[config.mk]
export PLATFORM = sky130hd
export DESIGN_NAME = periodic_task_slot_scheduler
export DESIGN_NICKNAME = d
export VERILOG_FILES = /design/src/rtl/pts_pkg.sv /design/src/rtl/periodic_task_slot_scheduler.sv /design/src/rtl/pts_ram.sv /design/src/rtl/pts_slot_exec.sv /design/src/rtl/pts_resp_buf.sv
export VERILOG_INCLUDE_DIRS = /design/src /design/src/rtl
export SDC_FILE = /design/constraint.sdc
export NUM_CORES = 2
export LEC_CHECK = 0
export BUFFER_PORTS_ARGS = -buffer_cell sky130_fd_sc_hd__buf_2
export CAP_MARGIN = 20
export CORE_MARGIN = 8
export CORE_UTILIZATION = 58
export CTS_BUF_LIST = sky130_fd_sc_hd__clkbuf_8
export CTS_CLUSTER_DIAMETER = 100
export DETAILED_ROUTE_END_ITERATION = 8
export GPL_TIMING_DRIVEN = 0
export PLACE_DENSITY_LB_ADDON = 0.12
export SYNTH_ARGS = -nofsm -noshare
export SYNTH_HDL_FRONTEND = slang
export SYNTH_SLANG_ARGS = --single-unit
[constraint.sdc]
create_clock -name clk -period 12.8 [get_ports clk]
set_clock_uncertainty 0.05 [all_clocks]
set_input_delay 2.56 -clock clk [delete_from_list [all_inputs] [get_ports clk]]
set_output_delay 2.56 -clock clk [all_outputs]
set_load 0.005 [all_outputs]
[src/rtl/assert_macros.svh]
// ----------------------------------------------------------------------------
// assert_macros.svh
// Concurrent assertion helpers shared by the scheduler RTL.
// ----------------------------------------------------------------------------
`ifndef ASSERT_MACROS_SVH
`define ASSERT_MACROS_SVH

// expr must hold at every clock edge out of reset
`define ASSERT_ALWAYS(label, clk, rst_n, expr) \
	label: assert property (@(posedge clk) disable iff (!rst_n) (expr)) \
		else $error("%m: check failed");

// when ante holds, cons must hold in the same cycle
`define ASSERT_IMPLY(label, clk, rst_n, ante, cons) \
	label: assert property (@(posedge clk) disable iff (!rst_n) (ante) |-> (cons)) \
		else $error("%m: check failed");

`endif

[src/rtl/pts_pkg.sv]
// ----------------------------------------------------------------------------
// pts_pkg
// Shared constants, codes and types of the periodic task slot scheduler.
// ----------------------------------------------------------------------------
package pts_pkg;

	localparam int SLOT_COUNT   = 16;
	localparam int SLOT_W       = (SLOT_COUNT > 1) ? $clog2(SLOT_COUNT) : 1;
	localparam int CNT_W        = $clog2(SLOT_COUNT + 1);
	localparam int RESULT_LIMIT = 16;
	localparam int RES_CNT_W    = $clog2(RESULT_LIMIT + 1);

	localparam int CMD_W    = 3;
	localparam int DATA_W   = 32;
	localparam int SEL_W    = 4;
	localparam int STATUS_W = 2;
	localparam int IDX_W    = 4;
	localparam int STEP_W   = 16;
	localparam int PEND_W   = 8;
	localparam int ENTRY_W  = 2 * DATA_W + PEND_W;

	localparam int APB_W    = 32;
	localparam int PADDR_W  = 3;

	localparam logic [STEP_W-1:0] TICK_STEP_RST = 16'd10;
	localparam logic [PEND_W-1:0] PEND_MAX      = '1;

	// register index, taken from paddr[2]
	localparam logic REG_TICK_STEP = 1'b0;

	// command codes
	localparam logic [CMD_W-1:0] CMD_ADD      = 3'd0;
	localparam logic [CMD_W-1:0] CMD_DELETE   = 3'd1;
	localparam logic [CMD_W-1:0] CMD_TICK     = 3'd2;
	localparam logic [CMD_W-1:0] CMD_DISPATCH = 3'd3;
	localparam logic [CMD_W-1:0] CMD_READ     = 3'd4;

	typedef enum logic [STATUS_W-1:0] {
		STAT_OK         = 2'd0,
		STAT_FULL       = 2'd1,
		STAT_BAD_SLOT   = 2'd2,
		STAT_NONE_READY = 2'd3
	} status_t;

	typedef enum logic [2:0] {
		SEQ_IDLE,
		SEQ_SWEEP,
		SEQ_LOOKUP,
		SEQ_RESULT,
		SEQ_DONE
	} seq_state_t;

	typedef struct packed {
		logic [DATA_W-1:0] delay;
		logic [DATA_W-1:0] period;
		logic [PEND_W-1:0] pending;
	} slot_entry_t;

	typedef struct packed {
		status_t           status;
		logic [IDX_W-1:0]  slot;
		logic [DATA_W-1:0] delay;
	} result_t;

	// per-slot update decision
	typedef struct packed {
		logic        write;
		slot_entry_t entry;
		logic        emit;
		logic        set_use;
		logic        clr_use;
	} exec_t;

	typedef struct packed {
		logic    push;
		logic    finish;
		result_t push_res;
		result_t fin_res;
	} buf_ctl_t;

	typedef struct packed {
		logic hold_valid;
		logic can_push;
		logic can_finish;
	} buf_stat_t;

	function automatic logic [SLOT_W-1:0] slot_of_sel(input logic [SEL_W-1:0] sel);
		logic [SLOT_W+SEL_W-1:0] wide;
		wide = (SLOT_W + SEL_W)'(sel);
		return wide[SLOT_W-1:0];
	endfunction

	function automatic logic sel_in_range(input logic [SEL_W-1:0] sel);
		return (32'(sel) < 32'(SLOT_COUNT));
	endfunction

	function automatic logic [IDX_W-1:0] idx_of_slot(input logic [SLOT_W-1:0] slot);
		logic [SLOT_W+IDX_W-1:0] wide;
		wide = (SLOT_W + IDX_W)'(slot);
		return wide[IDX_W-1:0];
	endfunction

endpackage

[src/rtl/periodic_task_slot_scheduler.sv]
// ----------------------------------------------------------------------------
// periodic_task_slot_scheduler
// Task slot table in one RAM with a read-modify-write sweep sequencer.
// ----------------------------------------------------------------------------
// Add, tick and dispatch sweep the slot RAM one slot per cycle while results are not
// stalled, and intake stalls until the sweep is done (add stops at the first free
// slot). Delete, read delay and unknown codes step through lookup, result and done.
// The last result is loaded into the output register on the edge that frees intake.
// Reset empties every slot and sets tick_step to 10; the RAM itself is not swept.
`include "assert_macros.svh"

module periodic_task_slot_scheduler (
	input  logic                          clk,
	input  logic                          arst_n,
	// configuration
	input  logic                          psel,
	input  logic                          penable,
	input  logic                          pwrite,
	input  logic [pts_pkg::PADDR_W-1:0]   paddr,
	input  logic [pts_pkg::APB_W-1:0]     pwdata,
	output logic [pts_pkg::APB_W-1:0]     prdata,
	output logic                          pready,
	// commands
	input  logic                          cmd_valid,
	output logic                          cmd_stall,
	input  logic [pts_pkg::CMD_W-1:0]     command,
	input  logic [pts_pkg::DATA_W-1:0]    delay_value,
	input  logic [pts_pkg::DATA_W-1:0]    period_value,
	input  logic [pts_pkg::SEL_W-1:0]     slot_select,
	// results
	output logic                          rsp_valid,
	input  logic                          rsp_stall,
	output logic [pts_pkg::STATUS_W-1:0]  status,
	output logic [pts_pkg::IDX_W-1:0]     slot_index,
	output logic [pts_pkg::DATA_W-1:0]    remaining_delay,
	output logic                          last_of_run
);
	import pts_pkg::*;

	logic [STEP_W-1:0]     tick_step_q;
	seq_state_t            state_q, state_d;
	logic [CMD_W-1:0]      cmd_q;
	logic [DATA_W-1:0]     dval_q;
	logic [DATA_W-1:0]     pval_q;
	logic [SEL_W-1:0]      sel_q;
	logic [CNT_W-1:0]      rd_cnt_q;
	logic                  s1_valid_s1;
	logic [SLOT_W-1:0]     s1_idx_s1;
	logic [RES_CNT_W-1:0]  n_q;
	logic [SLOT_COUNT-1:0] in_use_q;

	logic                  cmd_acc;
	logic                  cfg_wr;
	logic                  is_sweep_cmd;
	logic                  rd_more;
	logic                  s1_go;
	logic                  s1_end;
	logic                  adv;
	logic                  sweep_re;
	logic [SLOT_W-1:0]     sel_slot;
	logic                  sel_valid;

	logic                  ram_we;
	logic                  ram_re;
	logic [SLOT_W-1:0]     ram_waddr;
	logic [SLOT_W-1:0]     ram_raddr;
	logic [ENTRY_W-1:0]    ram_rdata;
	slot_entry_t           rd_entry;

	exec_t                 ex;
	buf_ctl_t              bctl;
	buf_stat_t             bstat;

	// ---------------- configuration port
	assign pready = 1'b1;
	assign cfg_wr = psel && penable && pwrite && pready;
	assign prdata = (paddr[PADDR_W-1] == REG_TICK_STEP) ? APB_W'(tick_step_q) : '0;

	always_ff @(posedge clk or negedge arst_n) begin
		if (!arst_n) begin
			tick_step_q <= TICK_STEP_RST;
		end else if (cfg_wr && paddr[PADDR_W-1] == REG_TICK_STEP) begin
			tick_step_q <= pwdata[STEP_W-1:0];
		end
	end

	// ---------------- command intake
	assign cmd_stall    = (state_q != SEQ_IDLE);
	assign cmd_acc      = cmd_valid && !cmd_stall;
	assign is_sweep_cmd = (command == CMD_ADD) || (command == CMD_TICK) ||
		(command == CMD_DISPATCH);

	always_ff @(posedge clk) begin
		if (cmd_acc) begin
			cmd_q  <= command;
			dval_q <= delay_value;
			pval_q <= period_value;
			sel_q  <= slot_select;
		end
	end

	assign sel_slot  = slot_of_sel(sel_q);
	assign sel_valid = sel_in_range(sel_q) && in_use_q[sel_slot];

	// ---------------- sweep stage 1: RAM data for slot s1_idx is on rdata
	assign rd_entry = slot_entry_t'(ram_rdata);

	pts_slot_exec u_exec (
		.cmd        (cmd_q),
		.in_use     (in_use_q[s1_idx_s1]),
		.entry      (rd_entry),
		.tick_step  (tick_step_q),
		.add_delay  (dval_q),
		.add_period (pval_q),
		.ex         (ex)
	);

	assign rd_more = (rd_cnt_q < CNT_W'(SLOT_COUNT));
	assign s1_go   = (state_q == SEQ_SWEEP) && s1_valid_s1 && (!ex.emit || bstat.can_push);
	assign s1_end  = s1_go && ((s1_idx_s1 == SLOT_W'(SLOT_COUNT - 1)) ||
		(ex.emit && cmd_q == CMD_ADD) ||
		(ex.emit && n_q == RES_CNT_W'(RESULT_LIMIT - 1)));
	assign adv     = !s1_valid_s1 || s1_go;
	// no read while stage 1 waits, so rdata holds its slot
	assign sweep_re = (state_q == SEQ_SWEEP) && adv && rd_more && !s1_end;

	// ---------------- next state
	always_comb begin
		state_d = state_q;
		case (state_q)
			SEQ_IDLE: begin
				if (cmd_acc) begin
					state_d = is_sweep_cmd ? SEQ_SWEEP : SEQ_LOOKUP;
				end
			end
			SEQ_SWEEP: begin
				if (s1_end) begin
					state_d = SEQ_DONE;
				end
			end
			SEQ_LOOKUP: begin
				state_d = SEQ_RESULT;
			end
			SEQ_RESULT: begin
				state_d = SEQ_DONE;
			end
			SEQ_DONE: begin
				if (bstat.can_finish) begin
					state_d = SEQ_IDLE;
				end
			end
			default: begin
				state_d = SEQ_IDLE;
			end
		endcase
	end

	// ---------------- outputs of the sequencer
	always_comb begin
		ram_we    = s1_go && ex.write;
		ram_waddr = s1_idx_s1;
		ram_re    = sweep_re || ((state_q == SEQ_LOOKUP) && sel_in_range(sel_q));
		ram_raddr = (state_q == SEQ_SWEEP) ? rd_cnt_q[SLOT_W-1:0] : sel_slot;

		bctl          = '0;
		bctl.push_res = '{status: STAT_OK, slot: idx_of_slot(s1_idx_s1), delay: '0};
		bctl.fin_res  = '{status: STAT_OK, slot: '0, delay: '0};
		case (state_q)
			SEQ_SWEEP: begin
				bctl.push = s1_go && ex.emit;
			end
			SEQ_RESULT: begin
				bctl.push          = 1'b1;
				bctl.push_res      = '{status: STAT_BAD_SLOT, slot: '0, delay: '0};
				if (sel_valid && cmd_q == CMD_DELETE) begin
					bctl.push_res = '{status: STAT_OK, slot: sel_q, delay: '0};
				end else if (sel_valid && cmd_q == CMD_READ) begin
					bctl.push_res = '{status: STAT_OK, slot: sel_q, delay: rd_entry.delay};
				end
			end
			SEQ_DONE: begin
				bctl.finish = bstat.can_finish;
				case (cmd_q)
					CMD_ADD:      bctl.fin_res.status = STAT_FULL;
					CMD_DISPATCH: bctl.fin_res.status = STAT_NONE_READY;
					default:      bctl.fin_res.status = STAT_OK;
				endcase
			end
			default: begin
			end
		endcase
	end

	// ---------------- control registers
	always_ff @(posedge clk or negedge arst_n) begin
		if (!arst_n) begin
			state_q     <= SEQ_IDLE;
			rd_cnt_q    <= '0;
			s1_valid_s1 <= 1'b0;
			s1_idx_s1   <= '0;
			n_q         <= '0;
			in_use_q    <= '0;
		end else begin
			state_q <= state_d;
			if (cmd_acc) begin
				rd_cnt_q    <= '0;
				s1_valid_s1 <= 1'b0;
				n_q         <= '0;
			end else if (state_q == SEQ_SWEEP) begin
				if (sweep_re) begin
					rd_cnt_q <= rd_cnt_q + CNT_W'(1);
				end
				if (adv) begin
					s1_valid_s1 <= sweep_re;
					s1_idx_s1   <= rd_cnt_q[SLOT_W-1:0];
				end
				if (s1_go && ex.emit) begin
					n_q <= n_q + RES_CNT_W'(1);
				end
			end
			if (s1_go && ex.set_use) begin
				in_use_q[s1_idx_s1] <= 1'b1;
			end else if (s1_go && ex.clr_use) begin
				in_use_q[s1_idx_s1] <= 1'b0;
			end else if (state_q == SEQ_RESULT && cmd_q == CMD_DELETE && sel_valid) begin
				in_use_q[sel_slot] <= 1'b0;
			end
		end
	end

	// ---------------- slot RAM: {delay, period, pending}
	pts_ram #(
		.WIDTH (ENTRY_W),
		.DEPTH (SLOT_COUNT)
	) u_slot_ram (
		.clk   (clk),
		.we    (ram_we),
		.waddr (ram_waddr),
		.wdata (ENTRY_W'(ex.entry)),
		.re    (ram_re),
		.raddr (ram_raddr),
		.rdata (ram_rdata)
	);

	pts_resp_buf u_resp (
		.clk             (clk),
		.arst_n          (arst_n),
		.ctl             (bctl),
		.stat            (bstat),
		.rsp_valid       (rsp_valid),
		.rsp_stall       (rsp_stall),
		.status          (status),
		.slot_index      (slot_index),
		.remaining_delay (remaining_delay),
		.last_of_run     (last_of_run)
	);

	`ASSERT_IMPLY(a_rw_distinct, clk, arst_n, ram_we && ram_re, ram_waddr != ram_raddr)
	`ASSERT_ALWAYS(a_result_limit, clk, arst_n, n_q <= RES_CNT_W'(RESULT_LIMIT))
	`ASSERT_IMPLY(a_idle_hold_empty, clk, arst_n, state_q == SEQ_IDLE, !bstat.hold_valid)

endmodule

[src/rtl/pts_ram.sv]
// ----------------------------------------------------------------------------
// pts_ram
// Generic single-clock RAM, one write and one read port, registered read.
// ----------------------------------------------------------------------------
module pts_ram #(
	parameter int WIDTH = 8,
	parameter int DEPTH = 16,
	localparam int AW = (DEPTH > 1) ? $clog2(DEPTH) : 1
) (
	input  logic             clk,
	input  logic             we,
	input  logic [AW-1:0]    waddr,
	input  logic [WIDTH-1:0] wdata,
	input  logic             re,
	input  logic [AW-1:0]    raddr,
	output logic [WIDTH-1:0] rdata
);

	logic [WIDTH-1:0] mem [DEPTH];

	always_ff @(posedge clk) begin
		if (we) begin
			mem[waddr] <= wdata;
		end
		if (re) begin
			rdata <= mem[raddr];
		end
	end

endmodule

[src/rtl/pts_slot_exec.sv]
// ----------------------------------------------------------------------------
// pts_slot_exec
// Update of one slot during an add, tick or dispatch sweep.
// ----------------------------------------------------------------------------
module pts_slot_exec (
	input  logic [pts_pkg::CMD_W-1:0]  cmd,
	input  logic                       in_use,
	input  pts_pkg::slot_entry_t       entry,
	input  logic [pts_pkg::STEP_W-1:0] tick_step,
	input  logic [pts_pkg::DATA_W-1:0] add_delay,
	input  logic [pts_pkg::DATA_W-1:0] add_period,
	output pts_pkg::exec_t             ex
);
	import pts_pkg::*;

	logic [DATA_W-1:0] aged;
	logic              fire;

	always_comb begin
		ex       = '0;
		ex.entry = entry;
		aged     = entry.delay;
		fire     = 1'b0;
		case (cmd)
			CMD_ADD: begin
				if (!in_use) begin
					ex.write         = 1'b1;
					ex.entry.delay   = add_delay;
					ex.entry.period  = add_period;
					ex.entry.pending = '0;
					ex.emit          = 1'b1;
					ex.set_use       = 1'b1;
				end
			end
			CMD_TICK: begin
				if (in_use) begin
					if (entry.delay != '0) begin
						// saturating subtract
						aged = (entry.delay > DATA_W'(tick_step)) ?
							entry.delay - DATA_W'(tick_step) : '0;
						fire = (aged == '0);
					end else begin
						fire = 1'b1;
					end
					ex.write       = 1'b1;
					ex.entry.delay = aged;
					if (fire) begin
						if (entry.pending != PEND_MAX) begin
							ex.entry.pending = entry.pending + PEND_W'(1);
						end
						if (entry.period != '0) begin
							ex.entry.delay = entry.period;
						end
					end
				end
			end
			CMD_DISPATCH: begin
				if (in_use && entry.pending != '0) begin
					ex.write         = 1'b1;
					ex.entry.pending = entry.pending - PEND_W'(1);
					ex.emit          = 1'b1;
					ex.clr_use       = (entry.period == '0);
				end
			end
			default: begin
			end
		endcase
	end

endmodule

[src/rtl/pts_resp_buf.sv]
// ----------------------------------------------------------------------------
// pts_resp_buf
// Result holding stage plus output register; marks the last result of a run.
// ----------------------------------------------------------------------------
`include "assert_macros.svh"

module pts_resp_buf (
	input  logic                         clk,
	input  logic                         arst_n,
	input  pts_pkg::buf_ctl_t            ctl,
	output pts_pkg::buf_stat_t           stat,
	output logic                         rsp_valid,
	input  logic                         rsp_stall,
	output logic [pts_pkg::STATUS_W-1:0] status,
	output logic [pts_pkg::IDX_W-1:0]    slot_index,
	output logic [pts_pkg::DATA_W-1:0]   remaining_delay,
	output logic                         last_of_run
);
	import pts_pkg::*;

	result_t hold_q;
	logic    hold_valid_q;
	result_t out_q;
	logic    out_last_q;
	logic    out_valid_q;

	logic    out_free;
	logic    out_load;
	result_t out_d;
	logic    out_last_d;

	assign out_free = !out_valid_q || !rsp_stall;

	// a result is held back until the next one (or the end) decides its last mark
	always_comb begin
		out_load   = 1'b0;
		out_d      = hold_q;
		out_last_d = 1'b0;
		if (ctl.finish) begin
			out_load   = 1'b1;
			out_d      = hold_valid_q ? hold_q : ctl.fin_res;
			out_last_d = 1'b1;
		end else if (ctl.push && hold_valid_q) begin
			out_load = 1'b1;
		end
	end

	always_ff @(posedge clk or negedge arst_n) begin
		if (!arst_n) begin
			hold_valid_q <= 1'b0;
			out_valid_q  <= 1'b0;
		end else begin
			if (ctl.finish) begin
				hold_valid_q <= 1'b0;
			end else if (ctl.push) begin
				hold_valid_q <= 1'b1;
			end
			if (out_load) begin
				out_valid_q <= 1'b1;
			end else if (!rsp_stall) begin
				out_valid_q <= 1'b0;
			end
		end
	end

	always_ff @(posedge clk) begin
		if (ctl.push) begin
			hold_q <= ctl.push_res;
		end
		if (out_load) begin
			out_q      <= out_d;
			out_last_q <= out_last_d;
		end
	end

	assign stat.hold_valid = hold_valid_q;
	assign stat.can_push   = !hold_valid_q || out_free;
	assign stat.can_finish = out_free;

	assign rsp_valid       = out_valid_q;
	assign status          = out_q.status;
	assign slot_index      = out_q.slot;
	assign remaining_delay = out_q.delay;
	assign last_of_run     = out_last_q;

	`ASSERT_ALWAYS(a_push_finish_excl, clk, arst_n, !(ctl.push && ctl.finish))
	`ASSERT_IMPLY(a_spill_needs_room, clk, arst_n, ctl.push && hold_valid_q, out_free)
	`ASSERT_IMPLY(a_finish_needs_room, clk, arst_n, ctl.finish, out_free)

endmodule

## Yosys cells after proc, flatten, opt, wreduce, memory -nomap -nowiden

Memories as Yosys holds them, arrays and structs flattened. A register that Yosys moved wholly into a read port is not among the register bits.
Index checks and enable logic that the tools add are counted.

- Register bits after elaboration: 200
- Bits in writable memories: 1,152
- Input port bits: 113
- Output and inout bits: 74
- Logic and storage cells: 187
- Memories kept: 1

- Add/subtract/negate cells: 5
- $lt $le $gt $ge: 6
- Eq/ne operators: 17
- Multiplexer cells: 67
- Bitwise gates (word level): 9
- Reductions and logical operators: 62

Memory list:

| name | words | width | read ports | clocked after memory_dff | write ports | line | source |
|---|---|---|---|---|---|---|---|
| u_slot_ram.mem | 16 | 72 | 1 | 1 | 1 | pts_ram.sv:19 | `logic [WIDTH-1:0] mem [DEPTH];` |

Operator list:

| kind | count |
|---|---|
| $mux W32 | 5 |
| $mux W38 | 3 |
| $mux W75 | 1 |
| $mux W36 | 2 |
| $logic_not A32 Y1 | 2 |
| $mux W16 | 4 |
| $pmux W32 S2 | 1 |
| $reduce_bool A32 Y1 | 2 |
| $mux W33 | 1 |
| $and A16 B16 Y16 | 2 |
| $gt A32 B16 Y1 | 1 |
| $not A16 Y16 | 2 |
| $sub A32 B16 Y32 | 1 |
| $mux W5 | 6 |
| $logic_and A1 B1 Y1 | 24 |
| $mux W1 | 24 |
| $mux W8 | 3 |
| $pmux W8 S3 | 1 |
| $eq A3 B2 Y1 const B | 6 |
| $or A16 B16 Y16 | 1 |
| $pmux W3 S5 | 1 |
| $add A5 B1 Y5 const B | 2 |
| $lt A4 B5 Y1 const B | 2 |
| $reduce_bool A2 Y1 | 5 |
| other kinds (30) | 64 |

## Longest topological paths before layout

- Depth in word-level cells: 15
- Depth in mapped cells: 16
- Gate-level depth less buffers: 13

## By module

From an unflattened synthesis, not the netlist that was laid out.

- Cells, all modules: 3,174
- Area total of the unflattened synthesis: 58,184.6 sq um

By module, submodules not included:

| module | instances | cells an instance | area each (sq um) | seq. area each (sq um) |
|---|---|---|---|---|
| pts_ram | 1 | 1,850 | 45,272.2 | 36,755.3 |
| periodic_task_slot_scheduler | 1 | 423 | 5,616.6 | 3,385.7 |
| pts_slot_exec | 1 | 771 | 4,332.9 | 0.0 |
| pts_resp_buf | 1 | 130 | 2,962.8 | 2,362.3 |

## Least setup slack after synthesis

Ideal clock, no wire load.

- Kind: input-to-reg
- Start point: in rsp_stall
- End point: mem u_slot_ram.mem[4][0] (netlist bit) (enable)
- Library setup time: 680 ps
- Arrival: 10,080 ps
- Required time: 12,070 ps
- Setup slack: 1,991 ps
- Stages on the path: 5
- Buffers on the path: 1
- Path through: and2_1 clkbuf_1 a31oi_1 o21ai_1 nor4_1

- Longest elaborated chain between the ends: 8

RTL lines:

| element | line | source |
|---|---|---|
| start, declared | periodic_task_slot_scheduler.sv:32 | `input logic rsp_stall,` |
| $logic_not A1 Y1 | pts_resp_buf.sv:32 | `assign out_free = !out_valid_q \|\| !rsp_stall;` |
| $logic_or A1 B1 Y1 | pts_resp_buf.sv:32 |  |
| $logic_or A1 B1 Y1 | pts_resp_buf.sv:77 | `assign stat.can_push = !hold_valid_q \|\| out_free;` |
| $logic_or A1 B1 Y1 | periodic_task_slot_scheduler.sv:119 | `assign s1_go = (state_q == SEQ_SWEEP) && s1_valid_s1 && (!ex.emit \|\| bstat.can_push);` |
| $logic_and A1 B1 Y1 | periodic_task_slot_scheduler.sv:119 |  |
| $logic_and A1 B1 Y1 | periodic_task_slot_scheduler.sv:160 | `ram_we = s1_go && ex.write;` |
| $mux W1 | pts_ram.sv:22 | `if (we) begin` |
| $mux W1 (not written as such) | pts_ram.sv:23 | `mem[waddr] <= wdata;` |
| end, declared | pts_ram.sv:19 |  |

Every way passes these cells.

## Worst setup path after layout

- Start point: reg state_q[2]
- End point: reg u_slot_ram.rdata[40], read port of u_slot_ram.mem, data pin

- Longest elaborated chain between the ends: 8
- Elaborated cells between the ends (all ways): 12
- Those cells by class: eq/ne: 2; mux: 1; reduce/logical: 9

RTL lines:

| element | line | source |
|---|---|---|
| start, declared | periodic_task_slot_scheduler.sv:41 | `seq_state_t state_q, state_d;` |
| start signal, assigned | periodic_task_slot_scheduler.sv:204 | `state_q <= state_d;` |
| $eq A3 B1 Y1 | periodic_task_slot_scheduler.sv:119, periodic_task_slot_scheduler.sv:125, periodic_task_slot_scheduler.sv:163 |  |
| $logic_and A1 B1 Y1 (2 in a row) | periodic_task_slot_scheduler.sv:119 |  |
| $logic_or A1 B1 Y1 | periodic_task_slot_scheduler.sv:123 | `assign adv = !s1_valid_s1 \|\| s1_go;` |
| $logic_and A1 B1 Y1 (3 in a row) | periodic_task_slot_scheduler.sv:125 | `assign sweep_re = (state_q == SEQ_SWEEP) && adv && rd_more && !s1_end;` |
| $logic_or A1 B1 Y1 | periodic_task_slot_scheduler.sv:162 | `ram_re = sweep_re \|\| ((state_q == SEQ_LOOKUP) && sel_in_range(sel_q));` |
| end, declared | pts_ram.sv:16 | `output logic [WIDTH-1:0] rdata` |

Several ways; a longest one is shown, not always the timed one.
A chain may end at the register's enable or synchronous reset.

==> results.ini <==
[clock_tree]
clkLatencyLatePin_ns = 0.91
cts.repair.resized = 0
cts_hold_buf = 0
cts-root-buf = clkbuf_8
h-tree-depth = 4
clk_path_buf_depth = 3
cts_sinks = 1423
clk_pin_slew_ns = 0.06
postCtsSetupBuffers = 0
numCtsBuffers = 217
tritoncts = done

[logic_synthesis]
synth_edf_count = 1371
ys.flop_type = edfxtp_1
synth_warnings = 0
ys_seq_area_share_pct = 73.2
syn_area_um2 = 58000
yosysMostFrequentCell = edfxtp_1
yosysUniqueCellTypes = 92
postSynthCellCount = 3284
synth_commonest_cells = edfxtp_1, nand2_1, mux4_2
avgSynthCellArea_um2 = 17.7
ys_seq_elements = 1423
ys_top_cells_by_area = edfxtp_1, mux4_2, dfrtp_1
yosysTopAreaCell = edfxtp_1
synthArstFlopShare_pct = 3.65
synth_top_area_share_pct = 71.0

[timing]
rsz0062_at_grt = no
hold_viol = 0
setup_viol = 0
hold_ws_ns = 0.454
fin_crit_sh_pct = 51.4
relSlewSlack_pct = 10.2
tightestPinTransition_ns = 1.35
fmax_ghz = 0.152
finalCriticalPeriod_ns = 6.58
drv_slew = 0
fin_tns_setup_ns = 0

[layout]
area_growth_pct = 14.6
final_nets = 3939
fill_cells = 6721
drive_above_1_share_pct = 24.5
instances_no_fill = 5295

[global_routing]
grt_pass1_wl_um = 242000
grtUsageTotal_pct = 30.2
grt_pass1_vias = 34800
grt_max_degree = 52
grt-ovfl-total = 0
antenna_found_initial = 5

[floorplan]
fp.dieArea_um2 = 110000
fp.dieH_um = 332
core_um2 = 99600
fp.dieW_um = 332
start_util_pct = 58.2
io_pins = 187
rows = 116

[worst_setup_path]
critPathBufInv = 5
path_max_fanout = 10
cp-start-kind = flop
critPathArrivalTime_ns = 7.11
crit_required_ns = 13.33
crit_top_cell = clkbuf_1
cp_top_family = buffers and inverters
cp-end-kind = flop
path_cells = clkbuf_1, nor2b_1, nor2b_1, clkbuf_1, mux2i_4, clkbuf_1, clkbuf_1, clkbuf_1, mux4_2, nand2_1, a31oi_1
path_class = reg2reg
slowest_delay_ns = 0.97
critPathSlowestCell = clkbuf_1

[placed_design]
io_buffer_count = 150
hpwl_um = 117000
dp.cells = 4863
place.gp.congestion = 0.947

[route]
wire_per_inst_um = 31.9
drc = 0
first_iter_violations = 4588
ant_nets = 0
vias = 34800
drt_pre_antenna_iters = 6
vias_per_cell = 6.56
wl_um = 169000

[job]
drv_cap = 0

[pwr]
p_per_area_nw_per_um2 = 226
worst_ir_drop_vdd_v = 0.000124
leakage_nw = 22.2

[run_status]
status = finished clean

[min_path]
hp-class = reg2reg

-- state kept, by name, summed over array words and instances (netlist names), 5 cells and up --
name and flops:
u_slot_ram.mem 1152, u_slot_ram.rdata 72, u_resp.hold_q 37, dval_q 32
pval_q 32, u_resp.remaining_delay 32, in_use_q 16, tick_step_q 16
n_q 5, rd_cnt_q 5
-- per-stage QoR --
| step | worst slack (ns) | instance area (µm²) | power (mW) | utilization (%) |
|---|---|---|---|---|
| after floorplan | 1.99 | 58000 | 9.45 | - |
| after global placement | -7.94 | 60400 | 11.2 | 60.7 |
| after detailed placement | 6.31 | 62200 | 11.5 | 62.5 |
| after CTS | 6.28 | 66300 | 14.9 | 66.5 |
| after global routing | 6.15 | 66500 | 15.5 | 66.7 |
| final | 6.22 | 66500 | 15.0 | 66.8 |
-- cell usage in the layout, fill, tap and decap left out, types with 7 or more instances in the layout --
master | netlist | routed
buf_8 | 0 | 17
buf_12 | 0 | 39
a211oi_1 | 85 | 85
buf_6 | 3 | 31
nor3_1 | 33 | 30
diode_2 | 0 | 7
ha_1 | 21 | 21
clkbuf_1 | 138 | 138
nand2b_1 | 14 | 14
nor2b_1 | 47 | 47
a31oi_1 | 92 | 91
nand3_1 | 27 | 27
a21oi_1 | 62 | 62
xor2_1 | 11 | 11
nor2_4 | 0 | 12
a22oi_1 | 13 | 13
buf_4 | 17 | 53
nand2_1 | 312 | 310
nor4_1 | 21 | 20
a22o_1 | 9 | 9
nand4_1 | 19 | 19
mux2_2 | 23 | 23
mux2i_1 | 12 | 9
o21ai_1 | 5 | 16
o21ai_0 | 83 | 72
nor2_1 | 119 | 107
edfxtp_1 | 1371 | 1371
and2_1 | 108 | 108
buf_2 | 15 | 173
conb_1 | 2 | 17
clkbuf_8 | 0 | 225
buf_1 | 36 | 36
o22ai_1 | 26 | 26
clkinv_2 | 0 | 38
dfrtp_1 | 50 | 50
a221oi_1 | 9 | 9
or3_1 | 14 | 14
mux4_2 | 297 | 297
clkinv_1 | 0 | 62
inv_1 | 39 | 99
-- report_power, final --
part           switching [mW]  internal, mW  total (mW)
clock                    1.77          1.70        3.48
sequential              0.400          6.27        6.67
combinational            3.22          1.65        4.87
total                    5.40          9.61        15.0
-- area by class of cell --
cell class	instances	area, µm²	area share, %
Buffer	209	890	1.34
Timing Repair Buffer	286	2600	3.91
Inverter	39	149	0.224
Clock buffer	224	3080	4.64
Sequential cell	1423	42500	63.9
Multi-Input combinational cell	1628	14700	22.1
Clock inverter	181	930	1.40
Tap cell	1298	1620	2.44
Antenna cell	7	17.5	0.0264
-- logic make-up (layout without fill, tap and decap cells) --
logic type	Yosys count	count (layout)	share of synthesized area, %
DFF	1423	1423	73.2
and+or+nand+nor	749	749	6.21
AOI/OAI and AO/OA	491	491	5.81
muxes	332	332	12.2
buffers and inverters	248	939	1.79
adders and majority gates	22	22	0.488
xor gates and xnor gates	17	17	0.257
other	2	24	0.0130
-- worst paths after layout --
path                                       from                   end  slack, ns  cells after the start
worst max-delay path                 state_q[2]  u_slot_ram.rdata[40]       6.22                     11
worst min-delay path            tick_step_q[13]       tick_step_q[13]       0.45                      1
worst max register to register       state_q[2]  u_slot_ram.rdata[40]       6.22                     11
worst min register to register  tick_step_q[13]       tick_step_q[13]       0.45                      1
max in group asynchronous                arst_n        tick_step_q[1]      10.46                      2
min in group asynchronous                arst_n           in_use_q[1]       1.61                      1
-- metal layers --
layer	vias to the layer above	global-route usage, %	wire [µm]
li1	14300	-	-
met1	17900	40.7	64100
met2	2219	47.9	80600
met3	347	7.43	18100
met4	0	11.8	6400
met5	-	0	0
Power figures use the tool's default switching activity.
